===== config.mk =====
export PLATFORM = sky130hd
export DESIGN_NAME = normalized_heatmap_colormap
export DESIGN_NICKNAME = d
export VERILOG_FILES = /design/src/design/nhc_pkg.sv /design/src/design/nhc_div.sv /design/src/design/normalized_heatmap_colormap.sv
export SDC_FILE = /design/constraint.sdc
export NUM_CORES = 2
export LEC_CHECK = 0
export ABC_CLOCK_PERIOD_IN_PS = 11550
export BUFFER_PORTS_ARGS = -buffer_cell sky130_fd_sc_hd__clkbuf_2
export CAP_MARGIN = 20
export CELL_PAD_IN_SITES_DETAIL_PLACEMENT = 0
export CELL_PAD_IN_SITES_GLOBAL_PLACEMENT = 1
export CORE_UTILIZATION = 31
export DETAILED_ROUTE_END_ITERATION = 10
export PLACE_DENSITY_LB_ADDON = 0.1
export REMOVE_ABC_BUFFERS = 1
export SLEW_MARGIN = 20
export SYNTH_ARGS = -nofsm -noshare
export SYNTH_HDL_FRONTEND = slang
export SYNTH_SLANG_ARGS = --single-unit
export TNS_END_PERCENT = 30

===== constraint.sdc =====
create_clock -name i_clk -period 11.55 [get_ports i_clk]
set_input_delay 0 -clock i_clk [delete_from_list [all_inputs] [get_ports i_clk]]
set_output_delay 0 -clock i_clk [all_outputs]
set_load 0.02 [all_outputs]

===== src/design/nhc_pkg.sv =====
// Shared definitions for the normalized heat-map colormap.
// Holds register index codes, channel codes and the nine-point color ramp.
// No dependencies.
`timescale 1ns / 1ps
`default_nettype none

package nhc_pkg;

    localparam int SEG_SEL_BITS = 3;

    typedef enum logic [1:0] {
        CFG_RANGE_LOW   = 2'd0,
        CFG_RANGE_HIGH  = 2'd1,
        CFG_INVERT_RAMP = 2'd2
    } t_cfg_idx;

    typedef enum logic [1:0] {
        CH_RED   = 2'd0,
        CH_GREEN = 2'd1,
        CH_BLUE  = 2'd2
    } t_channel;

    typedef struct packed {
        logic valid;
        logic zero;
        logic one;
    } t_div_ctl;

    function automatic logic [7:0] ramp_point(input t_channel ch, input logic [3:0] idx);
        logic [7:0] r;
        logic [7:0] g;
        logic [7:0] b;
        unique case (idx)
            4'd0: begin r = 8'd247; g = 8'd251; b = 8'd255; end
            4'd1: begin r = 8'd222; g = 8'd235; b = 8'd247; end
            4'd2: begin r = 8'd198; g = 8'd219; b = 8'd239; end
            4'd3: begin r = 8'd158; g = 8'd202; b = 8'd225; end
            4'd4: begin r = 8'd107; g = 8'd174; b = 8'd214; end
            4'd5: begin r = 8'd66;  g = 8'd146; b = 8'd198; end
            4'd6: begin r = 8'd33;  g = 8'd113; b = 8'd181; end
            4'd7: begin r = 8'd8;   g = 8'd81;  b = 8'd156; end
            default: begin r = 8'd8; g = 8'd48; b = 8'd107; end
        endcase
        unique case (ch)
            CH_RED:   return r;
            CH_GREEN: return g;
            default:  return b;
        endcase
    endfunction

endpackage

`default_nettype wire


===== src/design/nhc_div.sv =====
// Pipelined restoring divider producing the normalized fraction bits.
// One quotient bit per stage; depends on nhc_pkg for the control struct.
`timescale 1ns / 1ps
`default_nettype none

module nhc_div #(
    parameter int SAMPLE_BITS   = 24,
    parameter int FRACTION_BITS = 12
) (
    input  wire logic                     i_clk,
    input  wire logic                     i_rst_n,
    input  wire nhc_pkg::t_div_ctl        i_ctl,
    input  wire logic [SAMPLE_BITS-1:0]   i_num,
    input  wire logic [SAMPLE_BITS-1:0]   i_den,
    output nhc_pkg::t_div_ctl             o_ctl,
    output logic      [FRACTION_BITS-1:0] o_quot
);

    nhc_pkg::t_div_ctl        r_ctl  [FRACTION_BITS];
    logic [SAMPLE_BITS-1:0]   r_rem  [FRACTION_BITS];
    logic [FRACTION_BITS-1:0] r_quot [FRACTION_BITS];

    for (genvar k = 0; k < FRACTION_BITS; k++) begin : g_stage
        nhc_pkg::t_div_ctl        ctl_in;
        logic [SAMPLE_BITS-1:0]   rem_in;
        logic [FRACTION_BITS-1:0] quot_in;
        logic [SAMPLE_BITS:0]     shifted;
        logic [SAMPLE_BITS:0]     diff;
        logic                     ge;
        logic [SAMPLE_BITS-1:0]   n_rem;
        logic [FRACTION_BITS-1:0] n_quot;

        if (k == 0) begin : g_first
            assign ctl_in  = i_ctl;
            assign rem_in  = i_num;
            assign quot_in = '0;
        end else begin : g_next
            assign ctl_in  = r_ctl[k-1];
            assign rem_in  = r_rem[k-1];
            assign quot_in = r_quot[k-1];
        end

        always_comb begin
            shifted = {rem_in, 1'b0};
            diff    = shifted - {1'b0, i_den};
            ge      = (shifted >= {1'b0, i_den});
            n_rem   = ge ? diff[SAMPLE_BITS-1:0] : shifted[SAMPLE_BITS-1:0];
            n_quot  = {quot_in[FRACTION_BITS-2:0], ge};
        end

        always_ff @(posedge i_clk) begin
            if (!i_rst_n) begin
                r_ctl[k].valid <= 1'b0;
            end else begin
                r_ctl[k].valid <= ctl_in.valid;
            end
        end

        always_ff @(posedge i_clk) begin
            r_ctl[k].zero <= ctl_in.zero;
            r_ctl[k].one  <= ctl_in.one;
            r_rem[k]      <= n_rem;
            r_quot[k]     <= n_quot;
        end
    end

    assign o_ctl  = r_ctl[FRACTION_BITS-1];
    assign o_quot = r_quot[FRACTION_BITS-1];

endmodule

`default_nettype wire


===== src/design/normalized_heatmap_colormap.sv =====
// Top level of the normalized heat-map colormap: range compare, divider, ramp lerp.
// Depends on nhc_pkg and nhc_div.
//
// Channel   Ports                               Beat taken when
// input     start, busy, i_sample               start && !busy
// result    o_valid, o_red, o_green, o_blue     o_valid (one cycle)
// config    i_cfg_we, i_cfg_idx, i_cfg_data     i_cfg_we
//
// One sample is accepted every cycle; busy is always low.
// Registers in order: input, one-bit-per-stage divider, products, outputs.
// Synchronous reset clears all valid bits; the receiver cannot stall.
`timescale 1ns / 1ps
`default_nettype none

module normalized_heatmap_colormap #(
    parameter int FRACTION_BITS = 12,
    parameter int SAMPLE_BITS   = 24
) (
    input  wire logic                          i_clk,
    input  wire logic                          i_rst_n,
    input  wire logic                          start,
    output logic                               busy,
    input  wire logic signed [SAMPLE_BITS-1:0] i_sample,
    input  wire logic                          i_cfg_we,
    input  wire logic        [1:0]             i_cfg_idx,
    input  wire logic        [SAMPLE_BITS-1:0] i_cfg_data,
    output logic                               o_valid,
    output logic             [7:0]             o_red,
    output logic             [7:0]             o_green,
    output logic             [7:0]             o_blue
);

    localparam int SEG_BITS = FRACTION_BITS - nhc_pkg::SEG_SEL_BITS;
    localparam int PROD_BITS = 8 + SEG_BITS + 1;
    localparam logic [FRACTION_BITS:0] FRAC_ONE = {1'b1, {FRACTION_BITS{1'b0}}};
    localparam logic [SEG_BITS:0] SEG_SPAN = {1'b1, {SEG_BITS{1'b0}}};

    logic signed [SAMPLE_BITS-1:0] r_range_low;
    logic signed [SAMPLE_BITS-1:0] r_range_high;
    logic                          r_invert;
    logic        [SAMPLE_BITS-1:0] r_den;

    always_ff @(posedge i_clk) begin
        if (!i_rst_n) begin
            r_range_low  <= '0;
            r_range_high <= {1'b0, {(SAMPLE_BITS-1){1'b1}}};
            r_invert     <= 1'b0;
        end else if (i_cfg_we) begin
            unique case (i_cfg_idx)
                nhc_pkg::CFG_RANGE_LOW:   r_range_low  <= i_cfg_data;
                nhc_pkg::CFG_RANGE_HIGH:  r_range_high <= i_cfg_data;
                nhc_pkg::CFG_INVERT_RAMP: r_invert     <= i_cfg_data[0];
                default: ;
            endcase
        end
    end

    logic signed [SAMPLE_BITS:0] n_den_wide;
    assign n_den_wide = {r_range_high[SAMPLE_BITS-1], r_range_high}
                      - {r_range_low[SAMPLE_BITS-1], r_range_low};

    always_ff @(posedge i_clk) begin
        r_den <= n_den_wide[SAMPLE_BITS-1:0];
    end

    assign busy = 1'b0;

    // Range compare and offset.
    logic signed [SAMPLE_BITS:0]   n_diff_wide;
    logic                          n_zero;
    logic                          n_one;
    nhc_pkg::t_div_ctl             r_ctl0;
    logic        [SAMPLE_BITS-1:0] r_num;

    always_comb begin
        n_diff_wide = {i_sample[SAMPLE_BITS-1], i_sample}
                    - {r_range_low[SAMPLE_BITS-1], r_range_low};
        n_zero = (r_range_high <= r_range_low) || (i_sample <= r_range_low);
        n_one  = !n_zero && (i_sample >= r_range_high);
    end

    always_ff @(posedge i_clk) begin
        if (!i_rst_n) begin
            r_ctl0.valid <= 1'b0;
        end else begin
            r_ctl0.valid <= start && !busy;
        end
    end

    always_ff @(posedge i_clk) begin
        r_ctl0.zero <= n_zero;
        r_ctl0.one  <= n_one;
        r_num       <= n_diff_wide[SAMPLE_BITS-1:0];
    end

    nhc_pkg::t_div_ctl          div_ctl;
    logic [FRACTION_BITS-1:0]   div_quot;

    nhc_div #(
        .SAMPLE_BITS   (SAMPLE_BITS),
        .FRACTION_BITS (FRACTION_BITS)
    ) u_div (
        .i_clk   (i_clk),
        .i_rst_n (i_rst_n),
        .i_ctl   (r_ctl0),
        .i_num   (r_num),
        .i_den   (r_den),
        .o_ctl   (div_ctl),
        .o_quot  (div_quot)
    );

    // Segment select and weighted ramp points.
    logic [FRACTION_BITS:0] n_frac;
    logic [FRACTION_BITS:0] n_frac_dir;
    logic [3:0]             n_seg_raw;
    logic [3:0]             n_seg;
    logic [SEG_BITS:0]      n_t;
    logic [SEG_BITS:0]      n_w;
    logic                   r_valid_a;
    logic [PROD_BITS-1:0]   r_prod_a [3];
    logic [PROD_BITS-1:0]   r_prod_b [3];

    always_comb begin
        if (div_ctl.one) begin
            n_frac = FRAC_ONE;
        end else if (div_ctl.zero) begin
            n_frac = '0;
        end else begin
            n_frac = {1'b0, div_quot};
        end
        n_frac_dir = r_invert ? (FRAC_ONE - n_frac) : n_frac;
        n_seg_raw  = n_frac_dir[FRACTION_BITS:SEG_BITS];
        n_seg      = n_seg_raw[3] ? 4'd7 : n_seg_raw;
        n_t        = n_seg_raw[3] ? SEG_SPAN : {1'b0, n_frac_dir[SEG_BITS-1:0]};
        n_w        = SEG_SPAN - n_t;
    end

    always_ff @(posedge i_clk) begin
        if (!i_rst_n) begin
            r_valid_a <= 1'b0;
        end else begin
            r_valid_a <= div_ctl.valid;
        end
    end

    for (genvar c = 0; c < 3; c++) begin : g_chan
        logic [7:0] pt_lo;
        logic [7:0] pt_hi;
        logic [PROD_BITS:0] sum;

        assign pt_lo = nhc_pkg::ramp_point(nhc_pkg::t_channel'(c), n_seg);
        assign pt_hi = nhc_pkg::ramp_point(nhc_pkg::t_channel'(c), n_seg + 4'd1);

        always_ff @(posedge i_clk) begin
            r_prod_a[c] <= PROD_BITS'(pt_lo) * PROD_BITS'(n_w);
            r_prod_b[c] <= PROD_BITS'(pt_hi) * PROD_BITS'(n_t);
        end

        assign sum = {1'b0, r_prod_a[c]} + {1'b0, r_prod_b[c]};
    end

    always_ff @(posedge i_clk) begin
        if (!i_rst_n) begin
            o_valid <= 1'b0;
        end else begin
            o_valid <= r_valid_a;
        end
    end

    always_ff @(posedge i_clk) begin
        o_red   <= g_chan[0].sum[SEG_BITS +: 8];
        o_green <= g_chan[1].sum[SEG_BITS +: 8];
        o_blue  <= g_chan[2].sum[SEG_BITS +: 8];
    end

endmodule

`default_nettype wire


==> reports/summary.txt <==
Final period util: 81.5%
Hold EP: r_num[15]
Critical Path Fanout Max: 32
vias post-DR: 36900
CTS Buf Count: 79
all-layer global routing usage: 18.4%
WL final: 143000 microns
layout cells sized above 1: 9.47%
Nets: 6489
most frequent cells in the layout: 628 x ha_1, 605 x dfxtp_1, 602 x inv_1, 509 x nor2_1, 378 x a21oi_1
input/output buffers: 78
Layout Area Growth over Synthesis: 13.2%
initial antenna violation count: 5
vias in the first global route: 38500
worst slew pin tran: 1050 ps
Die H: 396 microns
RSZ-0062 raised after global routing: false
Place WS: 2220 ps
Syn Area/Cell: 9.02 sq um
Slew Viols, Final: 0
area of the core: 154000 sq um
Final WS setup: 2130 ps
Synth cell types: 109
multi-input gate area in the final layout: 33300 sq um
initial core utilization: 31.2%
placed cell area: 51000 sq um
Worst Hold Class: in -> reg
failing checks: design-rule violations
YS warnings: 0
Die X: 396 microns
ys flop type: dfxtp_1
post-synthesis sequential area ratio: 25.2%
Fin Clk Skew: 36.8 ps
R2R depth: 28
Hold Crit Depth: 4
first-pass GRT wire length: 225000 microns
register area: 12100 sq um
most common cell after layout, fill and taps aside: ha_1
capturing element type of the critical path: register
Core Util, Final: 35.4%
Row Count: 144
CTS sink count: 606
Fillers: 16200
crit path DAT: 10010 ps
CP Class: reg -> reg
EDFF count, synth: 0
Reg-to-Reg End: r_prod_b[0][34]
post-route cell area: 54500 sq um
Clock transition at path regs: 60 ps
GPL Wtd Cong: 0.835
First-pass DRT Iterations: 8
CTS root buf: clkbuf_16
die area: 157000 sq um
Hold Startpoint: i_sample[15]
per-cell routed wire length: 18.8 microns
cell mode on critical path: fa_1
setup TNS: 0 ps
Crit-path slowest cell: ha_1
CP Launch Type: register
Synth Cell Area: 48200 sq um
area leader, netlist: dfxtp_1
CTS max path bufs: 3
DR vias/cell: 4.84
status: finished with violations
CP max stage delay: 790 ps
Tmin final: 9420 ps
boundary pin count: 80
largest net degree at the start of global routing: 65
Peak Freq: 0.106 GHz
flops & latches, synth: 606
DRT antenna net count: 0
Slew headroom: 28.9%
H-Tree Depth: 3
# setup viols final: 0
clk_lat worst skew: 680 ps
Synth Instances: 5340
CTS tree: built
post-synth top area share: 25.2%
HPWL after detailed placement: 115000 microns
top post-synthesis cells by area: dfxtp_1 25%, ha_1 16%, fa_1 12%
FF-to-FF setup slack: 2130 ps
Initial DRC Count: 1742
reg-to-reg critical path startpoint: u_div.r_ctl[2][9]
DRC viols: 12
Max Cap Viol: 0
GRT overflow: 0
async set-reset flop share out of synthesis: 0%
CP required: 12140 ps
Hold Fails Final Rpt: 0
-- area by class of cell --
cell class                 instances  share of cell area, %
inverter                         618                   4.25
clock buffer                     110                   4.14
sequential                       606                   22.3
multi-input combinational       4013                   61.0
clock inverter                    33                  0.909
antenna                            2                0.00918
tap                             2044                   4.69
timing repair buffer             195                   2.74
-- critical path, delay by kind of cell (launching register included) --
kind,cells,cell delay (ps)
DFF,1,550
and+or+nand+nor,5,750
adders and majority gates,7,3520
AOI/OAI and AO/OA,9,2680
xor gates and xnor gates,1,130
buffers and inverters,6,1640
-- cells by family after synthesis --
kind of cell	after synthesis	synth area share, %
compound gates	1111	15.2
xor+xnor	371	6.81
fa+ha+maj	922	28.5
buf+inv	732	5.99
flops	606	25.2
mux	187	4.59
other cells	2	0.0156
simple gates	1409	13.7
-- state kept, by name, indices dropped and copies added, names as in the netlist --
name and flops:
u_div.r_rem 264, r_prod_b 51, o_valid 1, r_invert 1
r_valid_a 1, o_green 8, r_range_low 24, u_div.r_quot 78
o_red 8, r_range_high 24, r_den 24, u_div.r_ctl 36
r_prod_a 51, o_blue 8, r_ctl0 3, r_num 24
-- routing by layer --
metal	vias to the layer above	GRT usage, %	part of all wire [%]
met3	135	2.28	3.5
met2	500	31.1	47
met1	17700	25.0	48
met4	2	4.25	1.7
li1	18600	-	-
met5	-	0	0.0084
-- worst max path at each step --
stage	to	slack, ps	cells after the start	startpoint
finish	r_prod_b[0][34]	2130	28	u_div.r_ctl[2][9]
global placement	r_prod_b[0][34]	2400	28	u_div.r_ctl[2][9]
global route	r_prod_b[0][34]	1330	28	u_div.r_ctl[2][9]
CTS	r_prod_b[0][34]	2170	28	u_div.r_ctl[2][9]
floorplan	r_prod_a[0][52]	3310	21	u_div.r_ctl[2][9]
detailed placement	r_prod_b[0][34]	2220	28	u_div.r_ctl[2][9]
-- metrics by stage --
stage | instances | hold WS [ps]
2_1_floorplan | 5237 | 88.9
3_3_place_gp | 7408 | 218
3_5_place_dp | 7408 | 228
4_1_cts | 7616 | 25.8
5_1_grt | 7619 | 80.2
6_report | 7621 | 62.6
-- synth_stat cells (41+ instances only) --
master and number:
ha_1 628, dfxtp_1 606, inv_1 602, nor2_1 509, a21oi_1 378, nand2_1 365, fa_1 294, xnor2_1 262
o21ai_0 169, a21o_1 119, mux2_2 110, xor2_1 106, nand3_1 81, nor3_1 70, nor2b_1 66, nand2b_1 64
nand4_1 61, o21a_1 56, clkbuf_1 55, and2_1 45, o211ai_1 45, a21boi_0 41
-- repair_timing --
action | in CTS | in global routing
buffers inserted | 0 | 0
setup endpoints to repair | 0 | 0
hold buffers | 65 | 0
hold endpoints to repair | 86 | 0
gates resized for setup | 0 | 0
Power is not shown: default switching activity piles up to over one toggle a cycle in this logic, so the estimate is an artifact.
